## src/design/dcpd_pkg.sv

```systemverilog
`timescale 1ns / 1ps

package dcpd_pkg;

   // Curve geometry.
   localparam int POSITION_COUNT = 4000;
   localparam int EDGE_LENGTH    = 100;

   // Fixed limits of the controller.
   localparam int ANGLE_FLOOR = 20;
   localparam int ANGLE_MAX   = POSITION_COUNT - 1;
   localparam int DRIVE_LIMIT = 255;
   localparam int ERROR_MAX   = 4095;
   localparam int ERROR_MIN   = -4096;

   // Field and datapath widths.
   localparam int ANGLE_IN_W = 16;
   localparam int ANGLE_W    = $clog2(POSITION_COUNT);
   localparam int DRIVE_W    = 9;
   localparam int LEVEL_W    = 8;
   localparam int GAIN_W     = 24;
   localparam int ERROR_W    = 13;
   localparam int EDER_W     = ERROR_W + 1;
   localparam int DIFF_W     = (ANGLE_W + 2 > ERROR_W + 1) ? ANGLE_W + 2 : ERROR_W + 1;
   localparam int P_TERM_W   = GAIN_W + ERROR_W;
   localparam int D_TERM_W   = GAIN_W + EDER_W;
   localparam int SUM_W      = D_TERM_W + 1;
   localparam int FRAC_W     = 16;
   localparam int MAG_W      = SUM_W - FRAC_W;

   // Ramp of curve two: floor(y * 255 / span) is computed as
   // (y * ceil(255 * 2^RAMP_SHIFT / span)) >> RAMP_SHIFT, which is exact
   // because y times the rounding excess stays far below 2^RAMP_SHIFT.
   localparam int     RAMP_SPAN_RAW = POSITION_COUNT - 2 * EDGE_LENGTH;
   localparam int     RAMP_SPAN     = (RAMP_SPAN_RAW > 0) ? RAMP_SPAN_RAW : 1;
   localparam int     RAMP_SHIFT    = 32;
   localparam longint RAMP_MUL      =
      ((64'(DRIVE_LIMIT) << RAMP_SHIFT) + 64'(RAMP_SPAN) - 64'd1) / 64'(RAMP_SPAN);
   localparam int     RAMP_MUL_W    = $clog2(RAMP_MUL + 1);
   localparam int     RAMP_PROD_W   = (ANGLE_W + RAMP_MUL_W > RAMP_SHIFT + LEVEL_W) ?
                                      ANGLE_W + RAMP_MUL_W : RAMP_SHIFT + LEVEL_W;

   // Register port.
   localparam int CSR_ADDR_W = 3;
   localparam int CSR_DATA_W = 32;
   localparam logic signed [GAIN_W-1:0] KP_GAIN_RESET = 24'sd6554;
   localparam logic signed [GAIN_W-1:0] KD_GAIN_RESET = 24'sd0;

   typedef enum logic [0:0] {
      CSR_KP_GAIN = 1'b0,
      CSR_KD_GAIN = 1'b1
   } csr_index_type;

   typedef struct packed {
      logic signed [GAIN_W-1:0] kp;
      logic signed [GAIN_W-1:0] kd;
   } gain_type;

   // First stage result: clamped angle and curve selection.
   typedef struct packed {
      logic [ANGLE_W-1:0] angle;
      logic               low_band;
      logic               high_band;
      logic               rising;
      logic [LEVEL_W-1:0] ramp;
   } curve_stage_type;

   // Second stage result: the two gain products.
   typedef struct packed {
      logic signed [P_TERM_W-1:0] p_term;
      logic signed [D_TERM_W-1:0] d_term;
   } term_stage_type;

endpackage

```

## src/design/dcpd_req_if.sv

```systemverilog
`timescale 1ns / 1ps

interface dcpd_req_if import dcpd_pkg::*; ();
   logic                         valid;
   logic                         ready;
   logic signed [ANGLE_IN_W-1:0] measured_angle;

   modport source (output valid, output measured_angle, input ready);
   modport sink (input valid, input measured_angle, output ready);
endinterface

```

## src/design/dcpd_rsp_if.sv

```systemverilog
`timescale 1ns / 1ps

interface dcpd_rsp_if import dcpd_pkg::*; ();
   logic                      valid;
   logic                      ready;
   logic signed [DRIVE_W-1:0] drive;
   logic [LEVEL_W-1:0]        forward_level;
   logic [LEVEL_W-1:0]        reverse_level;

   modport source (output valid, output drive, output forward_level, output reverse_level,
                   input ready);
   modport sink (input valid, input drive, input forward_level, input reverse_level,
                 output ready);
endinterface

```

## src/design/dcpd_csr.sv

```systemverilog
`timescale 1ns / 1ps

module dcpd_csr import dcpd_pkg::*; (
   input  logic                  clock,
   input  logic                  reset,
   input  logic                  csr_psel,
   input  logic                  csr_penable,
   input  logic                  csr_pwrite,
   input  logic [CSR_ADDR_W-1:0] csr_paddr,
   input  logic [CSR_DATA_W-1:0] csr_pwdata,
   output logic [CSR_DATA_W-1:0] csr_prdata,
   output logic                  csr_pready,
   output gain_type              gains
);

   gain_type      gains_ff;
   gain_type      gains_in;
   csr_index_type csr_index;
   logic          write_strobe;

   // Registers are word aligned; the low address bits are ignored.
   assign csr_index    = csr_index_type'(csr_paddr[2]);
   assign write_strobe = csr_psel && csr_penable && csr_pwrite;
   assign csr_pready   = 1'b1;

   // Register write decode.
   always_comb begin
      gains_in = gains_ff;
      if (write_strobe) begin
         case (csr_index)
            CSR_KP_GAIN: gains_in.kp = csr_pwdata[GAIN_W-1:0];
            CSR_KD_GAIN: gains_in.kd = csr_pwdata[GAIN_W-1:0];
            default:     gains_in = gains_ff;
         endcase
      end
   end

   always_ff @(posedge clock) begin
      if (reset) begin
         gains_ff.kp <= KP_GAIN_RESET;
         gains_ff.kd <= KD_GAIN_RESET;
      end else begin
         gains_ff <= gains_in;
      end
   end

   // Read back, sign extended to the bus width.
   always_comb begin
      case (csr_index)
         CSR_KP_GAIN: csr_prdata = CSR_DATA_W'(gains_ff.kp);
         CSR_KD_GAIN: csr_prdata = CSR_DATA_W'(gains_ff.kd);
         default:     csr_prdata = '0;
      endcase
   end

   assign gains = gains_ff;

endmodule

```

## src/design/dcpd_curve.sv

```systemverilog
`timescale 1ns / 1ps

module dcpd_curve import dcpd_pkg::*; (
   input  logic            clock,
   input  logic            reset,
   input  logic            advance,
   dcpd_req_if.sink        req_if,
   output logic            stage_valid,
   output curve_stage_type stage_data
);

   logic [ANGLE_W-1:0]     angle;
   logic [ANGLE_W-1:0]     ramp_offset;
   logic [RAMP_PROD_W-1:0] ramp_product;
   logic                   accept;
   curve_stage_type        stage_in;
   curve_stage_type        stage_ff;
   logic                   valid_ff;
   logic                   valid_in;
   logic [ANGLE_W-1:0]     prev_angle_ff;
   logic [ANGLE_W-1:0]     prev_angle_in;

   assign req_if.ready = advance;
   assign accept       = req_if.valid && advance;

   // Clamp the reading so that it always lands inside the curve.
   always_comb begin
      if (req_if.measured_angle > ANGLE_MAX) begin
         angle = ANGLE_W'(ANGLE_MAX);
      end else if (req_if.measured_angle < ANGLE_FLOOR) begin
         angle = ANGLE_W'(ANGLE_FLOOR);
      end else begin
         angle = req_if.measured_angle[ANGLE_W-1:0];
      end
   end

   // Ramp value by reciprocal multiplication; only used in the middle band.
   assign ramp_offset  = angle - ANGLE_W'(EDGE_LENGTH);
   assign ramp_product = RAMP_PROD_W'(ramp_offset) * RAMP_PROD_W'(RAMP_MUL);

   always_comb begin
      stage_in.angle     = angle;
      stage_in.low_band  = (angle < EDGE_LENGTH);
      stage_in.high_band = (angle >= POSITION_COUNT - EDGE_LENGTH);
      stage_in.rising    = (angle > prev_angle_ff);
      stage_in.ramp      = ramp_product[RAMP_SHIFT +: LEVEL_W];
   end

   assign valid_in      = advance ? req_if.valid : valid_ff;
   assign prev_angle_in = accept ? angle : prev_angle_ff;

   always_ff @(posedge clock) begin
      if (reset) begin
         valid_ff      <= 1'b0;
         prev_angle_ff <= '0;
      end else begin
         valid_ff      <= valid_in;
         prev_angle_ff <= prev_angle_in;
      end
   end

   always_ff @(posedge clock) begin
      if (advance) begin
         stage_ff <= stage_in;
      end
   end

   assign stage_valid = valid_ff;
   assign stage_data  = stage_ff;

endmodule

```

## src/design/dcpd_error.sv

```systemverilog
`timescale 1ns / 1ps

module dcpd_error import dcpd_pkg::*; (
   input  logic            clock,
   input  logic            reset,
   input  logic            advance,
   input  gain_type        gains,
   input  logic            curve_valid,
   input  curve_stage_type curve_data,
   output logic            stage_valid,
   output term_stage_type  stage_data
);

   logic signed [DRIVE_W-1:0] target;
   logic signed [DIFF_W-1:0]  diff;
   logic signed [ERROR_W-1:0] error;
   logic signed [EDER_W-1:0]  eder;
   logic signed [ERROR_W-1:0] prev_error_ff;
   logic signed [ERROR_W-1:0] prev_error_in;
   term_stage_type            stage_in;
   term_stage_type            stage_ff;
   logic                      valid_ff;
   logic                      valid_in;

   // Target from the curve; the upper band wins where the bands overlap.
   always_comb begin
      if (curve_data.high_band) begin
         target = DRIVE_W'(DRIVE_LIMIT);
      end else if (curve_data.low_band) begin
         target = -DRIVE_W'(DRIVE_LIMIT);
      end else if (curve_data.rising) begin
         target = '0;
      end else begin
         target = $signed(DRIVE_W'(curve_data.ramp));
      end
   end

   // Error with saturation to its stored width.
   assign diff = DIFF_W'(target) - $signed(DIFF_W'(curve_data.angle));

   always_comb begin
      if (diff > ERROR_MAX) begin
         error = ERROR_W'(ERROR_MAX);
      end else if (diff < ERROR_MIN) begin
         error = ERROR_W'(ERROR_MIN);
      end else begin
         error = diff[ERROR_W-1:0];
      end
   end

   assign eder = EDER_W'(error) - EDER_W'(prev_error_ff);

   // Proportional and derivative products.
   assign stage_in.p_term = P_TERM_W'(gains.kp) * P_TERM_W'(error);
   assign stage_in.d_term = D_TERM_W'(gains.kd) * D_TERM_W'(eder);

   assign valid_in      = advance ? curve_valid : valid_ff;
   assign prev_error_in = (advance && curve_valid) ? error : prev_error_ff;

   always_ff @(posedge clock) begin
      if (reset) begin
         valid_ff      <= 1'b0;
         prev_error_ff <= '0;
      end else begin
         valid_ff      <= valid_in;
         prev_error_ff <= prev_error_in;
      end
   end

   always_ff @(posedge clock) begin
      if (advance) begin
         stage_ff <= stage_in;
      end
   end

   assign stage_valid = valid_ff;
   assign stage_data  = stage_ff;

endmodule

```

## src/design/dcpd_drive.sv

```systemverilog
`timescale 1ns / 1ps

module dcpd_drive import dcpd_pkg::*; (
   input  logic           clock,
   input  logic           reset,
   input  logic           term_valid,
   input  term_stage_type term_data,
   output logic           advance,
   dcpd_rsp_if.source     rsp_if
);

   logic signed [SUM_W-1:0]   sum;
   logic [SUM_W-1:0]          sum_abs;
   logic [MAG_W-1:0]          mag;
   logic                      negative;
   logic [LEVEL_W-1:0]        level;
   logic                      rsp_valid_ff;
   logic                      rsp_valid_in;
   logic signed [DRIVE_W-1:0] drive_ff;
   logic signed [DRIVE_W-1:0] drive_in;
   logic [LEVEL_W-1:0]        forward_ff;
   logic [LEVEL_W-1:0]        forward_in;
   logic [LEVEL_W-1:0]        reverse_ff;
   logic [LEVEL_W-1:0]        reverse_in;

   // The whole pipeline moves whenever the result register can take a value.
   assign advance = !rsp_valid_ff || rsp_if.ready;

   // Sum, truncate the magnitude toward zero and saturate.
   assign sum      = SUM_W'(term_data.p_term) + SUM_W'(term_data.d_term);
   assign negative = sum[SUM_W-1];
   assign sum_abs  = negative ? SUM_W'(-sum) : SUM_W'(sum);
   assign mag      = sum_abs[SUM_W-1:FRAC_W];
   assign level    = (|mag[MAG_W-1:LEVEL_W]) ? LEVEL_W'(DRIVE_LIMIT) : mag[LEVEL_W-1:0];

   // Split into signed drive and the two direction magnitudes.
   always_comb begin
      if (negative) begin
         drive_in   = -$signed(DRIVE_W'(level));
         forward_in = '0;
         reverse_in = level;
      end else begin
         drive_in   = $signed(DRIVE_W'(level));
         forward_in = level;
         reverse_in = '0;
      end
   end

   assign rsp_valid_in = advance ? term_valid : rsp_valid_ff;

   always_ff @(posedge clock) begin
      if (reset) begin
         rsp_valid_ff <= 1'b0;
      end else begin
         rsp_valid_ff <= rsp_valid_in;
      end
   end

   always_ff @(posedge clock) begin
      if (advance) begin
         drive_ff   <= drive_in;
         forward_ff <= forward_in;
         reverse_ff <= reverse_in;
      end
   end

   assign rsp_if.valid         = rsp_valid_ff;
   assign rsp_if.drive         = drive_ff;
   assign rsp_if.forward_level = forward_ff;
   assign rsp_if.reverse_level = reverse_ff;

endmodule

```

## src/design/direction_curve_pd_controller.sv

```systemverilog
`timescale 1ns / 1ps

// Direction-dependent PD position controller. Each request carries one encoder
// angle, which is clamped to the curve, compared with the previous angle to pick
// the rising curve (flat middle) or the falling curve (linear ramp), and turned
// into a drive command by a PD law with signed gains in units of 1/65536; the
// result is truncated toward zero, saturated to +/-255 and also given as forward
// and reverse magnitudes. The block takes one request per clock while its output is not
// stalled, and the result passes through one stage each for the curve lookup
// multiply, the two gain multiplies and the sum and saturation. The stages move
// together, so while a finished result waits at the output the block holds off
// new requests. The user must write gains over the register port only while no
// request is in flight; the block itself does not enforce this.
module direction_curve_pd_controller import dcpd_pkg::*; (
   input  logic                  clock,
   input  logic                  reset,
   dcpd_req_if.sink              req_if,
   dcpd_rsp_if.source            rsp_if,
   input  logic                  csr_psel,
   input  logic                  csr_penable,
   input  logic                  csr_pwrite,
   input  logic [CSR_ADDR_W-1:0] csr_paddr,
   input  logic [CSR_DATA_W-1:0] csr_pwdata,
   output logic [CSR_DATA_W-1:0] csr_prdata,
   output logic                  csr_pready
);

   gain_type        gains;
   logic            advance;
   logic            curve_valid;
   curve_stage_type curve_data;
   logic            term_valid;
   term_stage_type  term_data;

   dcpd_csr u_csr (
      .clock       (clock),
      .reset       (reset),
      .csr_psel    (csr_psel),
      .csr_penable (csr_penable),
      .csr_pwrite  (csr_pwrite),
      .csr_paddr   (csr_paddr),
      .csr_pwdata  (csr_pwdata),
      .csr_prdata  (csr_prdata),
      .csr_pready  (csr_pready),
      .gains       (gains)
   );

   dcpd_curve u_curve (
      .clock       (clock),
      .reset       (reset),
      .advance     (advance),
      .req_if      (req_if),
      .stage_valid (curve_valid),
      .stage_data  (curve_data)
   );

   dcpd_error u_error (
      .clock       (clock),
      .reset       (reset),
      .advance     (advance),
      .gains       (gains),
      .curve_valid (curve_valid),
      .curve_data  (curve_data),
      .stage_valid (term_valid),
      .stage_data  (term_data)
   );

   dcpd_drive u_drive (
      .clock      (clock),
      .reset      (reset),
      .term_valid (term_valid),
      .term_data  (term_data),
      .advance    (advance),
      .rsp_if     (rsp_if)
   );

`ifndef SYNTH
   // Only one direction magnitude is ever nonzero.
   assert property (@(posedge clock) disable iff (reset)
      rsp_if.valid |-> (rsp_if.forward_level == '0 || rsp_if.reverse_level == '0))
      else $error("forward and reverse levels both nonzero");

   // The drive stays inside its saturation limits.
   assert property (@(posedge clock) disable iff (reset)
      rsp_if.valid |-> (rsp_if.drive <= DRIVE_LIMIT && rsp_if.drive >= -DRIVE_LIMIT))
      else $error("drive outside saturation range");

   // A stalled pipeline keeps its occupancy.
   assert property (@(posedge clock) disable iff (reset)
      !advance |=> ($stable(curve_valid) && $stable(term_valid)))
      else $error("pipeline occupancy changed during a stall");

   // An accepted request reaches the output when the pipeline does not stall.
   assert property (@(posedge clock) disable iff (reset)
      (req_if.valid && req_if.ready) ##1 advance ##1 advance |=> rsp_if.valid)
      else $error("accepted request did not produce a result");
`endif

endmodule

```

## src/flat_wrapper.sv

```systemverilog
// flat-port wrapper written by rule: the top's interface ports become plain ports
module direction_curve_pd_controller_flat import dcpd_pkg::*;
  (clock, reset, csr_psel, csr_penable, csr_pwrite, csr_paddr, csr_pwdata, csr_prdata, csr_pready, req_if_valid, req_if_measured_angle, req_if_ready, rsp_if_valid, rsp_if_drive, rsp_if_forward_level, rsp_if_reverse_level, rsp_if_ready);
  dcpd_req_if req_if_i ();
  dcpd_rsp_if rsp_if_i ();
  input  logic clock;
  input  logic reset;
  input  logic csr_psel;
  input  logic csr_penable;
  input  logic csr_pwrite;
  input  logic [CSR_ADDR_W-1:0] csr_paddr;
  input  logic [CSR_DATA_W-1:0] csr_pwdata;
  output logic [CSR_DATA_W-1:0] csr_prdata;
  output logic csr_pready;
  input wire logic [$bits(req_if_i.valid)-1:0] req_if_valid;
  input wire logic [$bits(req_if_i.measured_angle)-1:0] req_if_measured_angle;
  output wire logic [$bits(req_if_i.ready)-1:0] req_if_ready;
  output wire logic [$bits(rsp_if_i.valid)-1:0] rsp_if_valid;
  output wire logic [$bits(rsp_if_i.drive)-1:0] rsp_if_drive;
  output wire logic [$bits(rsp_if_i.forward_level)-1:0] rsp_if_forward_level;
  output wire logic [$bits(rsp_if_i.reverse_level)-1:0] rsp_if_reverse_level;
  input wire logic [$bits(rsp_if_i.ready)-1:0] rsp_if_ready;
  assign req_if_i.valid = req_if_valid;
  assign req_if_i.measured_angle = req_if_measured_angle;
  assign req_if_ready = req_if_i.ready;
  assign rsp_if_valid = rsp_if_i.valid;
  assign rsp_if_drive = rsp_if_i.drive;
  assign rsp_if_forward_level = rsp_if_i.forward_level;
  assign rsp_if_reverse_level = rsp_if_i.reverse_level;
  assign rsp_if_i.ready = rsp_if_ready;
  direction_curve_pd_controller u_core (.clock(clock), .reset(reset), .req_if(req_if_i), .rsp_if(rsp_if_i), .csr_psel(csr_psel), .csr_penable(csr_penable), .csr_pwrite(csr_pwrite), .csr_paddr(csr_paddr), .csr_pwdata(csr_pwdata), .csr_prdata(csr_prdata), .csr_pready(csr_pready));
endmodule
```

## config.mk

```make
export PLATFORM = sky130hd
export DESIGN_NAME = direction_curve_pd_controller_flat
export DESIGN_NICKNAME = d
export VERILOG_FILES = /design/src/design/dcpd_pkg.sv /design/src/design/dcpd_req_if.sv /design/src/design/dcpd_rsp_if.sv /design/src/design/dcpd_csr.sv /design/src/design/dcpd_curve.sv /design/src/design/dcpd_error.sv /design/src/design/dcpd_drive.sv /design/src/design/direction_curve_pd_controller.sv /design/src/flat_wrapper.sv
export SDC_FILE = /design/constraint.sdc
export NUM_CORES = 2
export LEC_CHECK = 0
export BUFFER_PORTS_ARGS = -buffer_cell sky130_fd_sc_hd__buf_2
export CAP_MARGIN = 5
export CELL_PAD_IN_SITES_DETAIL_PLACEMENT = 0
export CELL_PAD_IN_SITES_GLOBAL_PLACEMENT = 1
export CORE_MARGIN = 4
export CORE_UTILIZATION = 47
export CTS_CLUSTER_SIZE = 24
export DETAILED_ROUTE_END_ITERATION = 8
export GPL_TIMING_DRIVEN = 0
export PLACE_DENSITY_LB_ADDON = 0.1
export SLEW_MARGIN = 20
export SYNTH_ARGS = -nofsm -noshare
export SYNTH_HDL_FRONTEND = slang
export SYNTH_SLANG_ARGS = --single-unit
```

## constraint.sdc

```tcl
create_clock -name clock -period 12.94 [get_ports clock]
set_clock_uncertainty 0.05 [all_clocks]
set_input_delay 3.882 -clock clock [delete_from_list [all_inputs] [get_ports clock]]
set_output_delay 3.882 -clock clock [all_outputs]
set_load 0.03 [all_outputs]
```

==> results.py <==
metrics = {
    "worst_setup_path": {
        "slowest_delay_ns": 0.55,
        "path_class": "reg2reg",
        "r2r_cells": 57,
        "rrSetupSlack_ns": 0.50,
        "cp_max_fo": 10,
        "cp_data_arrival_time_ns": 12.61,
        "path_common_cell": "fa_1",
        "crit_end": "u_core.u_error.stage_data[37]$_DFFE_PN_",
        "r2r-end": "u_core.u_error.stage_data[37]$_DFFE_PN_",
        "timing.rr.start": "u_core.u_curve.stage_data[8]$_DFFE_PN_",
        "required_ns": 13.12,
        "cp-startpoint": "u_core.u_curve.stage_data[8]$_DFFE_PN_",
        "critPathSlowestCell": "fa_1",
        "start_kind": "flip-flop",
        "end_kind": "flip-flop",
    },
    "sta": {
        "layout_min_cycle_time_ns": 12.44,
        "hold_viol_final": 0,
        "layout_setup_ws_ns": 0.503,
        "fin_setup_tns_ns": 0,
        "setup_viol": 0,
        "drv_slew": 0,
        "max_slew_margin_pct": 24.4,
        "post-route-period-util_pct": 96.1,
        "rsz0062_at_grt": "true",
        "tightest_slew_ns": 1.13,
        "fmax_mhz": 80.4,
    },
    "floorplanning": {
        "die_area_mm2": 0.0870,
        "die_w_um": 295,
        "io_pins": 118,
        "fp.dieH_um": 295,
        "start_util_pct": 47.7,
        "fp.coreArea_mm2": 0.0811,
        "row_count": 104,
    },
    "yosys": {
        "synth_warnings": 0,
        "ys.flop_type": "edfxtp_1",
        "yosys.area.top_type_share_pct": 37.5,
        "synth_area_leader_cell": "fa_1",
        "seq_area_frac_synth_pct": 13.5,
        "synth_cell_type_count": 87,
        "synth-seq-cells": 199,
        "synth-async-reset-ratio_pct": 0,
        "synth-adder-area-share_pct": 49.0,
        "synth_top_family_by_area": "adder cells",
        "synth_nets": 5294,
        "syn-cell-area_mm2": 0.0387,
        "synthXorXnorAreaFrac_pct": 2.85,
        "synth_compound_area_share_pct": 8.83,
        "yosys-top-cells-area": "fa_1 (38%), ha_1 (11%), edfxtp_1 (9.5%)",
        "syn_inst": 4157,
        "synth_area_per_cell_um2": 9.31,
        "yosys.area_share.simple_pct": 15.5,
        "synth.area.mux_share_pct": 1.10,
        "synth_edf_count": 123,
    },
    "clock_network": {
        "clkSlewWorstSetupHoldPaths_ns": 0.09,
        "cts_tree": "yes",
        "cts_root_buf": "clkbuf_16",
        "htreeDepth": 4,
        "cts_sinks": 199,
        "insertion_delay_ns": 0.52,
        "clockBufferDepth": 2,
        "cts_buffers": 17,
    },
    "final_layout": {
        "nets": 5449,
        "final-seq-area_mm2": 0.00522,
        "syn_to_final_growth_pct": 8.79,
        "final_common_cell": "inv_1",
        "multi_input_area_mm2": 0.0303,
        "mostFrequentLayoutCells": "inv_1 (780), fa_1 (726), nand2_1 (568), ha_1 (351), and2_1 (199)",
        "stdcell_count": 5387,
        "n_fill_cell": 7775,
        "drive_above_1_share_pct": 7.42,
    },
    "routing": {
        "routed_wl_um": 113000,
        "wl_per_cell_um": 21.0,
        "dr.pass1.iters": 5,
        "via_count": 28700,
        "antenna_left": 0,
        "drcViolationCount": 0,
        "vias_per_cell": 5.32,
        "drt_iter0_markers": 1601,
    },
    "global_route": {
        "grt_pass1_wl_um": 179000,
        "track_usage_pct": 27.3,
        "antenna_found_initial": 3,
        "globalRoute.totalOverflow": 0,
        "grt_pass1_vias": 30400,
        "grt_start_max_net_pins": 79,
    },
    "placement": {
        "hpwl_um": 96200,
        "place_inst": 5328,
        "pre_cts_ws_ns": -3.25,
        "io_buffer_count": 104,
        "place.gp.congestion": 0.933,
    },
    "run": {
        "max_cap_violations": 0,
    },
    "min_path": {
        "hold_path.class": "reg2reg",
        "min_path_cells": 2,
    },
    "outcome": {
        "outcome": "finished, final reports clean",
    },
}
how the worst min path moves through the flow:
stage / slack (ns) / start / endpoint
2_1_floorplan: 0.39 / u_core.u_curve.prev_angle_ff[10]$_SDFFE_PP0P_ / u_core.u_curve.prev_angle_ff[10]$_SDFFE_PP0P_
3_3_place_gp: 0.39 / u_core.u_curve.prev_angle_ff[8]$_SDFFE_PP0P_ / u_core.u_curve.prev_angle_ff[8]$_SDFFE_PP0P_
3_5_place_dp: 0.40 / u_core.u_curve.prev_angle_ff[9]$_SDFFE_PP0P_ / u_core.u_curve.prev_angle_ff[9]$_SDFFE_PP0P_
4_1_cts: 0.41 / u_core.u_curve.prev_angle_ff[9]$_SDFFE_PP0P_ / u_core.u_curve.prev_angle_ff[9]$_SDFFE_PP0P_
5_1_grt: 0.42 / u_core.u_curve.prev_angle_ff[10]$_SDFFE_PP0P_ / u_core.u_curve.prev_angle_ff[10]$_SDFFE_PP0P_
6_report: 0.41 / u_core.u_curve.prev_angle_ff[9]$_SDFFE_PP0P_ / u_core.u_curve.prev_angle_ff[9]$_SDFFE_PP0P_
critical path, delay by kind of cell (launching register included):
kind	cells	cell delay, ns
DFF	1	0.44
buffers and inverters	6	0.70
adders and majority gates	9	3.89
and+or+nand+nor	9	1.35
xor gates and xnor gates	2	0.28
AOI/OAI and AO/OA	31	5.40
cells in the mapped netlist, types with 23 or more instances:
cell type / count
a21o_1: 55
a21oi_1: 165
and2_1: 199
clkbuf_1: 145
dfxtp_1: 76
edfxtp_1: 123
fa_1: 726
ha_1: 353
inv_1: 781
mux2_2: 28
nand2_1: 568
nand2b_1: 45
nand3_1: 34
nor2_1: 177
nor2b_1: 72
nor3_1: 50
o211ai_1: 23
o21a_1: 37
o21ai_0: 64
xnor2_1: 89
xor2_1: 37
kinds of logic (layout without fill, tap and decap cells):
logic type / after synthesis / after routing
fa+ha+maj: 1079 / 1079
mux: 39 / 39
xor+xnor: 126 / 126
buf+inv: 943 / 1111
compound gates: 518 / 518
other cells: 1 / 3
flops: 199 / 199
simple gates: 1252 / 1252
per-stage QoR:
stage	utilization, %	instance area (um^2)	hold WS [ns]
4_1_cts	51.6	41800	0.409
3_3_place_gp	50.0	40600	0.392
2_1_floorplan	-	38700	0.386
6_report	51.9	42100	0.408
3_5_place_dp	50.2	40700	0.397
5_1_grt	51.9	42100	0.422
final cells by class:
type | instances | area share, %
Timing Repair Buffer | 145 | 2.17
Clock inverter | 15 | 0.573
Antenna cell | 2 | 0.0119
Multi-Input combinational cell | 3015 | 72.1
Sequential cell | 199 | 12.4
Buffer | 153 | 1.66
Clock buffer | 17 | 1.01
Inverter | 781 | 6.97
Tap cell | 1060 | 3.15
what timing repair did:
action                                  in CTS  in global routing
buffers inserted                            18                 16
endpoints found under the setup margin      33                 19
gates resized for setup                     84                 52
pin swaps                                   17                 23
hold buffers                                 0                  0
per-layer routing:
layer	global-route usage, %	vias up	wire [um]
li1	-	13400	-
met1	37.6	14500	50500
met2	45.3	645	53200
met3	3.92	125	5970
met4	7.49	0	3270
met5	0	-	0
sequential cells by signal, indices dropped and copies added, names as in the netlist:
register                             count
u_core.u_error.stage_data               75
u_core.u_csr.gains                      48
u_core.u_curve.stage_data               23
u_core.u_error.prev_error_ff            13
u_core.u_curve.prev_angle_ff            12
u_core.u_drive.rsp_if.drive              9
u_core.u_drive.rsp_if.forward_level      8
u_core.u_drive.rsp_if.reverse_level      8
u_core.u_curve.stage_valid               1
u_core.u_drive.rsp_if.valid              1
u_core.u_error.stage_valid               1
Power is left out: the tool's default activity adds up to more than one toggle a clock period on the data nets, which glitch-free logic cannot reach.
